File: src/design/ted_pkg.sv
package ted_pkg;

    // result action codes
    typedef enum logic [4:0] {
        ACT_NONE        = 5'd0,
        ACT_DISPLAY     = 5'd1,
        ACT_UP          = 5'd2,
        ACT_DOWN        = 5'd3,
        ACT_RIGHT       = 5'd4,
        ACT_LEFT        = 5'd5,
        ACT_ERASE_HOME  = 5'd6,
        ACT_MOVE        = 5'd7,
        ACT_HOME        = 5'd8,
        ACT_ERASE_EOS   = 5'd9,
        ACT_ERASE_EOL   = 5'd10,
        ACT_INSLINE     = 5'd11,
        ACT_DELLINE     = 5'd12,
        ACT_CURSOR      = 5'd13,
        ACT_NORMAL      = 5'd14,
        ACT_START_ATTR  = 5'd15,
        ACT_START_BLINK = 5'd16,
        ACT_BACKSPACE   = 5'd17,
        ACT_TRANSMIT    = 5'd18
    } action_t;

    typedef struct packed {
        action_t     action;
        logic [15:0] glyph;
        logic [4:0]  row;
        logic [6:0]  column;
        logic        attr_set;
        logic [4:0]  attributes;
        logic [7:0]  tx_byte;
        logic        last;
    } res_t;

    // control bytes
    localparam logic [7:0] CH_NUL = 8'h00;
    localparam logic [7:0] CH_ENQ = 8'h05;
    localparam logic [7:0] CH_BS  = 8'h08;
    localparam logic [7:0] CH_ESC = 8'h1B;

    // escape letters that open a sequence or switch mode, and the normal-attribute letter
    localparam logic [7:0] ESC_MOVE    = 8'h46; // 'F'
    localparam logic [7:0] ESC_ATTR    = 8'h64; // 'd'
    localparam logic [7:0] ESC_GFX_ON  = 8'h52; // 'R'
    localparam logic [7:0] ESC_GFX_OFF = 8'h53; // 'S'
    localparam logic [7:0] ATTR_NORMAL = 8'h40; // '@'

    localparam logic [7:0] POS_OFFSET = 8'h1F;
    localparam logic [7:0] GFX_FIRST  = 8'h40;
    localparam logic [7:0] GFX_LAST   = 8'h6B;

    localparam int ENQ_LEN   = 6;
    localparam int ENQ_IDX_W = $clog2(ENQ_LEN);

    function automatic logic [15:0] box_glyph(input logic [3:0] idx);
        logic [15:0] g;
        case (idx)
            4'd0:    g = 16'h250F;
            4'd1:    g = 16'h2513;
            4'd2:    g = 16'h2517;
            4'd3:    g = 16'h251B;
            4'd4:    g = 16'h2533;
            4'd5:    g = 16'h252B;
            4'd6:    g = 16'h2523;
            4'd7:    g = 16'h253B;
            4'd8:    g = 16'h2501;
            4'd9:    g = 16'h2503;
            4'd10:   g = 16'h254B;
            default: g = 16'h0000;
        endcase
        return g;
    endfunction

    function automatic logic [7:0] enq_reply(input logic [ENQ_IDX_W-1:0] idx);
        logic [7:0] b;
        case (idx)
            3'd0:    b = 8'h02;
            3'd1:    b = 8'h02;
            3'd2:    b = 8'h33;
            3'd3:    b = 8'h31;
            3'd4:    b = 8'h30;
            3'd5:    b = 8'h32;
            default: b = 8'h00;
        endcase
        return b;
    endfunction

    function automatic action_t esc_action(input logic [7:0] c);
        action_t a;
        case (c)
            8'h41:   a = ACT_UP;          // 'A'
            8'h42:   a = ACT_DOWN;        // 'B'
            8'h43:   a = ACT_RIGHT;       // 'C'
            8'h44:   a = ACT_LEFT;        // 'D'
            8'h45:   a = ACT_ERASE_HOME;  // 'E'
            8'h48:   a = ACT_HOME;        // 'H'
            8'h4A:   a = ACT_ERASE_EOS;   // 'J'
            8'h4B:   a = ACT_ERASE_EOL;   // 'K'
            8'h4C:   a = ACT_INSLINE;     // 'L'
            8'h4D:   a = ACT_DELLINE;     // 'M'
            8'h5A:   a = ACT_CURSOR;      // 'Z'
            8'h65:   a = ACT_NORMAL;      // 'e'
            8'h6C:   a = ACT_START_BLINK; // 'l'
            8'h6D:   a = ACT_NORMAL;      // 'm'
            default: a = ACT_NONE;
        endcase
        return a;
    endfunction

    // {known, attribute bits}
    function automatic logic [5:0] attr_letter(input logic [7:0] c);
        logic [5:0] r;
        case (c)
            8'h41:   r = 6'h21; // 'A'
            8'h42:   r = 6'h22;
            8'h43:   r = 6'h23;
            8'h50:   r = 6'h24; // 'P'
            8'h51:   r = 6'h25;
            8'h52:   r = 6'h26;
            8'h53:   r = 6'h27;
            8'h60:   r = 6'h28; // '`'
            8'h61:   r = 6'h29;
            8'h62:   r = 6'h2A;
            8'h63:   r = 6'h2B;
            8'h70:   r = 6'h2C; // 'p'
            8'h71:   r = 6'h2D;
            8'h72:   r = 6'h2E;
            8'h73:   r = 6'h2F;
            8'h24:   r = 6'h30; // '$'
            8'h34:   r = 6'h34; // '4'
            8'h35:   r = 6'h35;
            8'h36:   r = 6'h36;
            8'h37:   r = 6'h37;
            default: r = 6'h00;
        endcase
        return r;
    endfunction

endpackage

File: src/design/terminal_escape_decoder.sv
// decodes a stream of received terminal bytes, one item per byte, into display
// commands for a vt52-style screen. every byte gives one result item except ENQ,
// which gives six transmit items carrying the identification reply, the sixth
// marked last. the block is an input register, one level of decode logic and an
// output register: a byte can be taken every cycle while no ENQ reply drains
// and the output is not stalled; each byte passes the input register and then
// the output register. during an ENQ reply the input register holds the ENQ until
// its last item is emitted. m_ready low stalls the output register and, once the
// input register is also full, s_ready drops
module terminal_escape_decoder #(
    parameter int SCREEN_ROWS    = 24,
    parameter int SCREEN_COLUMNS = 80
) (
    input  logic        aclk,
    input  logic        aresetn,
    // received byte channel
    input  logic        s_valid,
    output logic        s_ready,
    input  logic [7:0]  s_rx_char,
    // display command channel
    output logic        m_valid,
    input  logic        m_ready,
    output logic [4:0]  m_action,
    output logic [15:0] m_glyph,
    output logic [4:0]  m_row,
    output logic [6:0]  m_column,
    output logic        m_attr_set,
    output logic [4:0]  m_attributes,
    output logic [7:0]  m_tx_byte,
    output logic        m_last
);

    // input register
    logic       in_valid_reg, in_valid_next;
    logic [7:0] in_char_reg;

    // reply position while an ENQ item drains
    logic [ted_pkg::ENQ_IDX_W-1:0] enq_idx_reg, enq_idx_next;

    // output register
    logic          out_valid_reg, out_valid_next;
    ted_pkg::res_t out_res_reg;

    ted_pkg::res_t dec_res;
    logic          out_load;   // output register can take a new item
    logic          emit;       // a decoded item goes into the output register
    logic          consume;    // the held byte is finished with

    assign out_load = !out_valid_reg || m_ready;
    assign emit     = in_valid_reg && out_load;
    // only the last result of a byte frees the input register
    assign consume  = emit && dec_res.last;
    assign s_ready  = !in_valid_reg || consume;

    ted_decode #(
        .SCREEN_ROWS   (SCREEN_ROWS),
        .SCREEN_COLUMNS(SCREEN_COLUMNS)
    ) u_decode (
        .aclk   (aclk),
        .aresetn(aresetn),
        .ch     (in_char_reg),
        .enq_idx(enq_idx_reg),
        .consume(consume),
        .res    (dec_res)
    );

    always_comb begin
        in_valid_next = in_valid_reg;
        if (s_valid && s_ready) begin
            in_valid_next = 1'b1;
        end else if (consume) begin
            in_valid_next = 1'b0;
        end

        enq_idx_next = enq_idx_reg;
        if (emit) begin
            enq_idx_next = dec_res.last ? '0 : enq_idx_reg + 1'b1;
        end

        out_valid_next = out_valid_reg;
        if (out_load) begin
            out_valid_next = in_valid_reg;
        end
    end

    always_ff @(posedge aclk) begin
        if (!aresetn) begin
            in_valid_reg  <= 1'b0;
            enq_idx_reg   <= '0;
            out_valid_reg <= 1'b0;
        end else begin
            in_valid_reg  <= in_valid_next;
            enq_idx_reg   <= enq_idx_next;
            out_valid_reg <= out_valid_next;
        end
    end

    // payload registers, no reset
    always_ff @(posedge aclk) begin
        if (s_valid && s_ready) begin
            in_char_reg <= s_rx_char;
        end
        if (emit) begin
            out_res_reg <= dec_res;
        end
    end

    assign m_valid      = out_valid_reg;
    assign m_action     = out_res_reg.action;
    assign m_glyph      = out_res_reg.glyph;
    assign m_row        = out_res_reg.row;
    assign m_column     = out_res_reg.column;
    assign m_attr_set   = out_res_reg.attr_set;
    assign m_attributes = out_res_reg.attributes;
    assign m_tx_byte    = out_res_reg.tx_byte;
    assign m_last       = out_res_reg.last;

    // reply counter stays inside the reply
    a_enq_idx_range: assert property (@(posedge aclk) disable iff (!aresetn)
        enq_idx_reg <= ted_pkg::ENQ_IDX_W'(ted_pkg::ENQ_LEN - 1))
        else $error("reply index out of range");

    // a reply in progress keeps its ENQ byte held
    a_enq_held: assert property (@(posedge aclk) disable iff (!aresetn)
        enq_idx_reg != '0 |-> in_valid_reg)
        else $error("reply in progress without held byte");

    // a non-final transmit item is followed by the next item of the reply
    a_reply_continues: assert property (@(posedge aclk) disable iff (!aresetn)
        m_valid && m_ready && !m_last |=> m_valid)
        else $error("reply cut short");

    // position only on a move
    a_pos_only_move: assert property (@(posedge aclk) disable iff (!aresetn)
        m_valid && m_action != ted_pkg::ACT_MOVE |-> m_row == '0 && m_column == '0)
        else $error("position on a non-move item");

    // attribute bits only when started
    a_attr_clean: assert property (@(posedge aclk) disable iff (!aresetn)
        m_valid && !m_attr_set |-> m_attributes == '0)
        else $error("attribute bits without attr_set");

endmodule

File: src/design/ted_decode.sv
module ted_decode #(
    parameter int SCREEN_ROWS    = 24,
    parameter int SCREEN_COLUMNS = 80
) (
    input  logic                         aclk,
    input  logic                         aresetn,
    input  logic [7:0]                   ch,
    input  logic [ted_pkg::ENQ_IDX_W-1:0] enq_idx,
    input  logic                         consume,
    output ted_pkg::res_t                res
);

    typedef enum logic [2:0] {
        PH_IDLE = 3'd0,
        PH_ESC  = 3'd1,
        PH_ROW  = 3'd2,
        PH_COL  = 3'd3,
        PH_ATTR = 3'd4
    } phase_t;

    localparam logic [8:0] ROW_LIMIT = 9'(SCREEN_ROWS + 31);
    localparam logic [8:0] COL_LIMIT = 9'(SCREEN_COLUMNS + 31);

    phase_t     phase_reg, phase_next;
    logic [7:0] saved_row_reg, saved_row_next;
    logic       gfx_reg, gfx_next;

    logic [8:0] row_val;
    logic [8:0] col_val;
    logic       pos_ok;
    logic [5:0] attr_lut;

    always_comb begin
        if ({1'b0, saved_row_reg} > ROW_LIMIT) begin
            row_val = 9'(SCREEN_ROWS);
        end else begin
            row_val = {1'b0, saved_row_reg} - {1'b0, ted_pkg::POS_OFFSET};
        end
        col_val  = {1'b0, ch} - {1'b0, ted_pkg::POS_OFFSET};
        pos_ok   = (saved_row_reg > ted_pkg::POS_OFFSET) && (ch > ted_pkg::POS_OFFSET)
                   && ({1'b0, ch} <= COL_LIMIT);
        attr_lut = ted_pkg::attr_letter(ch);
    end

    always_comb begin
        res            = '0;
        res.action     = ted_pkg::ACT_NONE;
        res.last       = 1'b1;
        phase_next     = PH_IDLE;
        saved_row_next = saved_row_reg;
        gfx_next       = gfx_reg;
        unique case (phase_reg)
            PH_ESC: begin
                if (ch == ted_pkg::ESC_MOVE) begin
                    phase_next = PH_ROW;
                end else if (ch == ted_pkg::ESC_ATTR) begin
                    phase_next = PH_ATTR;
                end else if (ch == ted_pkg::ESC_GFX_ON) begin
                    gfx_next = 1'b1;
                end else if (ch == ted_pkg::ESC_GFX_OFF) begin
                    gfx_next = 1'b0;
                end else begin
                    res.action = ted_pkg::esc_action(ch);
                end
            end
            PH_ROW: begin
                saved_row_next = ch;
                phase_next     = PH_COL;
            end
            PH_COL: begin
                if (pos_ok) begin
                    res.action = ted_pkg::ACT_MOVE;
                    res.row    = row_val[4:0];
                    res.column = col_val[6:0];
                end
            end
            PH_ATTR: begin
                if (ch == ted_pkg::ATTR_NORMAL) begin
                    res.action = ted_pkg::ACT_NORMAL;
                end else if (attr_lut[5]) begin
                    res.action     = ted_pkg::ACT_START_ATTR;
                    res.attr_set   = 1'b1;
                    res.attributes = attr_lut[4:0];
                end
            end
            default: begin
                // idle, and the unused phase codes
                if (ch == ted_pkg::CH_ESC) begin
                    phase_next = PH_ESC;
                end else if (ch == ted_pkg::CH_BS) begin
                    res.action = ted_pkg::ACT_BACKSPACE;
                end else if (ch == ted_pkg::CH_ENQ) begin
                    res.action  = ted_pkg::ACT_TRANSMIT;
                    res.tx_byte = ted_pkg::enq_reply(enq_idx);
                    res.last    = (enq_idx == ted_pkg::ENQ_IDX_W'(ted_pkg::ENQ_LEN - 1));
                end else if (ch == ted_pkg::CH_NUL) begin
                    res.action = ted_pkg::ACT_NONE;
                end else if (gfx_reg && ch >= ted_pkg::GFX_FIRST
                             && ch <= ted_pkg::GFX_LAST) begin
                    res.action     = ted_pkg::ACT_DISPLAY;
                    res.glyph      = ted_pkg::box_glyph(ch[5:2]);
                    res.attr_set   = |ch[1:0];
                    res.attributes = {3'b000, ch[1:0]};
                end else begin
                    res.action = ted_pkg::ACT_DISPLAY;
                    res.glyph  = {8'h00, ch};
                end
            end
        endcase
    end

    always_ff @(posedge aclk) begin
        if (!aresetn) begin
            phase_reg     <= PH_IDLE;
            saved_row_reg <= 8'h00;
            gfx_reg       <= 1'b0;
        end else if (consume) begin
            phase_reg     <= phase_next;
            saved_row_reg <= saved_row_next;
            gfx_reg       <= gfx_next;
        end
    end

endmodule
File: config.mk
export PLATFORM = sky130hd
export DESIGN_NAME = terminal_escape_decoder
export DESIGN_NICKNAME = d
export VERILOG_FILES = /design/src/design/ted_pkg.sv /design/src/design/terminal_escape_decoder.sv /design/src/design/ted_decode.sv
export SDC_FILE = /design/constraint.sdc
export NUM_CORES = 1
export LEC_CHECK = 0
export ABC_CLOCK_PERIOD_IN_PS = 3200
export BUFFER_PORTS_ARGS = -buffer_cell sky130_fd_sc_hd__buf_4
export CORE_MARGIN = 10
export CORE_UTILIZATION = 40
export CTS_CLUSTER_DIAMETER = 200
export CTS_CLUSTER_SIZE = 24
export DETAILED_ROUTE_END_ITERATION = 7
export GPL_TIMING_DRIVEN = 0
export SYNTH_ARGS = -nofsm -noshare
export SYNTH_HDL_FRONTEND = slang
export SYNTH_SLANG_ARGS = --single-unit
File: constraint.sdc
create_clock -name aclk -period 3.2 [get_ports aclk]
set_input_delay 0.48 -clock aclk [delete_from_list [all_inputs] [get_ports aclk]]
set_output_delay 0.48 -clock aclk [all_outputs]
set_load 0.02 [all_outputs]
### Word level (Yosys, flattened, before mapping)

Memory sizes are Yosys's and may differ from the RTL's. A register that Yosys moved wholly into a read port is not among the register bits.
Index checks and enable logic that the tools add are counted.

* add/subtract/negate cells: 3
* magnitude comparators: 6
* equality and inequality tests: 46
* muxes and demuxes: 40
* bitwise gates (word level): 6
* reductions and logical operators: 28

Operators with widths (count)
* equality test 8 x 7 -> 1 bit, second input constant: 29
* one-hot mux 6 bit (20 select lines): 1
* one-hot mux 5 bit (13 select lines): 1
* 2-to-1 mux 16 bit: 4
* equality test 8 x 6 -> 1 bit, second input constant: 5
* 2-to-1 mux 5 bit: 8
* 2-to-1 mux 15 bit: 2
* 2-to-1 mux 6 bit: 5
* one-hot mux 6 bit (5 select lines): 1
* 2-to-1 mux 21 bit: 1
* one-hot mux 5 bit (4 select lines): 1
* > comparator 8 x 5 -> 1 bit, second input constant: 2
* less-or-equal comparator 8 x 7 -> 1 bit, second input constant: 2
* equality test 3 x 2 -> 1 bit, second input constant: 4
* 2-to-1 mux 3 bit: 4
* 2-to-1 mux 4 bit: 3
* one-hot mux 6 bit (2 select lines): 1
* equality test 3 bit, second input constant: 3
* one-hot mux 3 bit (3 select lines): 1
* OR reduction 9 bit: 1
* equality test 8 x 3 -> 1 bit, second input constant: 1
* equality test 8 x 4 -> 1 bit, second input constant: 1
* equality test 8 x 5 -> 1 bit, second input constant: 1
* greater-or-equal comparator 8 x 7 -> 1 bit, second input constant: 1
* 21 further kinds: 46

* flip-flop bits (word level): 73
* memory bits (read-only): 160
* output and inout bits: 50
* logic and storage cells: 147
* memories: 1

Memory list
* (name not given): depth 16, bits a word 10, read ports 1, clocked after Yosys merged registers in 1, write ports 0, RTL line ted_pkg.sv:59 `case (idx)`

### Logic depth before layout (Yosys ltp)

* word-level depth: 13
* gate-level depth with buffers: 13
* depth with buffers taken out: 11

### By module

Synthesis repeated with hierarchy kept, for this count alone.

* cells, all modules: 332
* area, all modules: 3706.1 um^2

By module, submodules not included
* terminal_escape_decoder: instances 1, cells each 84, area each 1948.1 um^2, sequential area each 1781.7 um^2
* ted_decode: instances 1, cells each 248, area each 1757.9 um^2, sequential area each 240.2 um^2

### Least setup slack after synthesis

OpenSTA, ideal clock, no wires.

* path kind: reg2reg
* start point: reg in_char_reg[1]
* end point: reg (tool-made name)
* setup time: 0.134 ns
* arrival time: 2.676 ns
* slack: 0.391 ns
* cell stages (with the launch flop): 13
* buffers on the path: 2
* period minus slack after synthesis: 2.809 ns
* path through: edfxtp_1 -> inv_1 -> ha_1 -> and3b_1 -> clkbuf_1 -> o2111ai_4 -> o21ba_4 -> buf_6 -> mux2i_1 -> inv_1 -> ha_1 -> a221oi_1 -> o221ai_1

RTL lines
* start, declared: RTL line terminal_escape_decoder.sv:35 `logic [7:0] in_char_reg;`
* start signal, assigned: RTL line terminal_escape_decoder.sv:101 `in_char_reg <= s_rx_char;`

==> qor.yml <==
synth_edf_count: 44
r2r-start: "in_char_reg[1]"
synthTopCellsByCount: "edfxtp_1 (44), nor2_1 (33), dfxtp_1 (24)"
grt_pass1_vias: 2760
routed_wl_mm: 8.99
ys_seq_area_share_pct: 48.7
syn_area_mm2: 0.00370
synth_area_per_cell_um2: 10.3
ys.flop_type: "edfxtp_1"
synth.area.top_cells: "edfxtp_1 (36%), dfxtp_1 (13%), mux2i_1 (4.6%)"
intPower_mw: 1.46
period_share_pct: 93.4
cts_buffer_depth: 2
slew_violations: 0
core_area_mm2: 0.00911
grt_usage_pct: 13.8
hold_class: "in -> reg"
finalSetupViolCount: 0
drc: 0
cp.required_ns: 3.42
maxSlewHeadroom_pct: 39.5
htree_levels: 3
grt.overflow.total: 0
min_to: "in_char_reg[1]"
place_inst: 529
finalHoldViolations: 0
start_kind: "register"
period_needed_ns: 2.99
drv_cap: 0
peakVddDrop_uv: 157
path_clk_slew_ns: 0.08
clock_skew_ns: 0.0106
synth_seq_cells: 68
final.setup.tns_ns: 0
final_cells: 548
num_io_pins: 62
cp-end-kind: "register"
drt_iter0_drc: 173
grt_max_degree: 42
status: "finished, final reports clean"
max_freq_mhz: 335
dp_hpwl_mm: 6.58
min_delay_path_depth: 1
die_h_um: 116
diodes: 0
power.switching_uw: 524
clockPowerShare_pct: 36.4
fp.dieW_um: 116
antenna_found_initial: 0
synth_top_area_cell: "edfxtp_1"
synthArstFlopShare_pct: 0
dieArea_mm2: 0.0135
cts_buffers: 9
worst_pin_slew_ns: 0.895
routed-via-count: 2842
via_per_inst: 5.19
nets: 457
gp_congestion: 0.920
insertion_delay_ns: 0.35
p_leak_nw: 1.83
ys_warn_count: 0
syn_inst: 358
yosysMostFrequentCell: "edfxtp_1"
routedWlPerCell_um: 16.4
p_per_area_mw_per_mm2: 443
drive_above_1_share_pct: 23.3
timing.reg2reg.setup_slack_ns: 0.21
cp_max_fo: 17
cp.arrival_ns: 3.21
start_util_pct: 40.6
cts_tree: "done"
final_antenna_net_count: 0
grt_pass1_wl_mm: 14.4
pwr-share-seq_pct: 50.0
cts_sinks: 68
post-synth-top-area-fraction_pct: 35.7
cts.root.buffer_cell: "clkbuf_8"
drtPass1Iterations: 4
rsz0062_at_grt: "false"
syn2layout_area_growth_pct: 21.3
synth.distinct_cells: 57
combPwrFrac_pct: 13.6
swShare_pct: 26.4
rows: 35
ff2ff_path_depth: 11
setup.worst_path.class: "reg -> reg"
io_buffers: 52
min_from: "s_rx_char[1]"
==> worst max-delay path by stage <==
stage / to / from / depth (start not counted) / slack (ns)
after floorplan: register / in_char_reg[1] / 12 / 0.39
after global placement: register / in_char_reg[1] / 12 / -0.09
after detailed placement: register / in_char_reg[1] / 12 / -0.16
after CTS: register / in_char_reg[1] / 12 / 0.001
after global routing: register / in_char_reg[1] / 11 / 0.01
final: register / in_char_reg[1] / 11 / 0.21
==> layout by cell type (no fill, tap or decap), drive strengths merged, types with 17 or more instances in the layout <==
cell type  instances
buf               71
edfxtp            44
nor2              33
clkbuf            25
dfxtp             24
o21ai             22
nor2b             21
inv               19
nand2             17
mux2i             17
==> area by class of cell <==
type,instances,area (um^2)
inverter,18,67.6
sequential,68,1800
multi-input combinational,250,1690
clock inverter,5,60.1
timing repair buffer,56,420
tap,111,139
buffer,29,170
fill,866,4620
clock buffer,11,141
==> timing repair <==
| action | CTS | global route |
|---|---|---|
| endpoints found under the setup margin | 1 | 1 |
| setup buffers | 2 | 2 |
| resized for setup | 0 | 1 |
| hold buffers | 0 | 0 |
| pin swaps | 0 | 1 |
==> routing by layer <==
| layer | up-vias | track usage, % | share of wire (%) |
|---|---|---|---|
| li1 | 1419 | - | - |
| met1 | 1322 | 17.7 | 45 |
| met2 | 92 | 21.9 | 46 |
| met3 | 9 | 3.49 | 7.0 |
| met4 | 0 | 5.42 | 1.6 |
| met5 | - | 0 | 0 |
==> power groups by stage <==
stage / Combinational (mW) / Sequential [mW] / Clock (mW)
global route: 0.293 / 0.999 / 0.775
detailed placement: 0.264 / 1.02 / 0
floorplan: 0.140 / 1.04 / 0
global placement: 0.263 / 1.02 / 0
finish: 0.270 / 0.993 / 0.724
CTS: 0.271 / 0.994 / 0.738
==> per-stage QoR <==
step	setup slack [ns]	util (%)	hold WS, ns	power (mW)	instance area (um^2)
after floorplan	0.391	-	0.469	1.18	3730
after global placement	-0.0945	46.7	0.491	1.28	4260
after detailed placement	-0.157	46.7	0.502	1.28	4260
after CTS	0.00119	49.1	0.289	2.00	4470
after global routing	0.00964	49.3	0.287	2.07	4490
final	0.211	49.3	0.296	1.99	4490
==> cell families after synthesis <==
kind of cell             after synthesis  synth area share (%)
adder cells (fa/ha/maj)               13                  4.40
multiplexers                          21                  6.12
XOR/XNOR                               7                  1.66
AO/OA/AOI/OAI                         74                  13.9
buffers and inverters                 48                  6.53
AND/OR/NAND/NOR                      126                  18.6
flip-flops                            68                  48.7
other                                  1                 0.101
==> worst max-delay path, stage by stage, from the launching register on <==
cell,delay (ns)
edfxtp_1,0.42
inv_1,0.10
ha_1,0.25
and3b_2,0.31
o2111ai_4,0.21
o21ba_4,0.27
buf_6,0.17
mux2i_1,0.27
inv_1,0.11
ha_1,0.33
a221oi_1,0.25
o221ai_1,0.16
(Power assumes the default switching activity.)
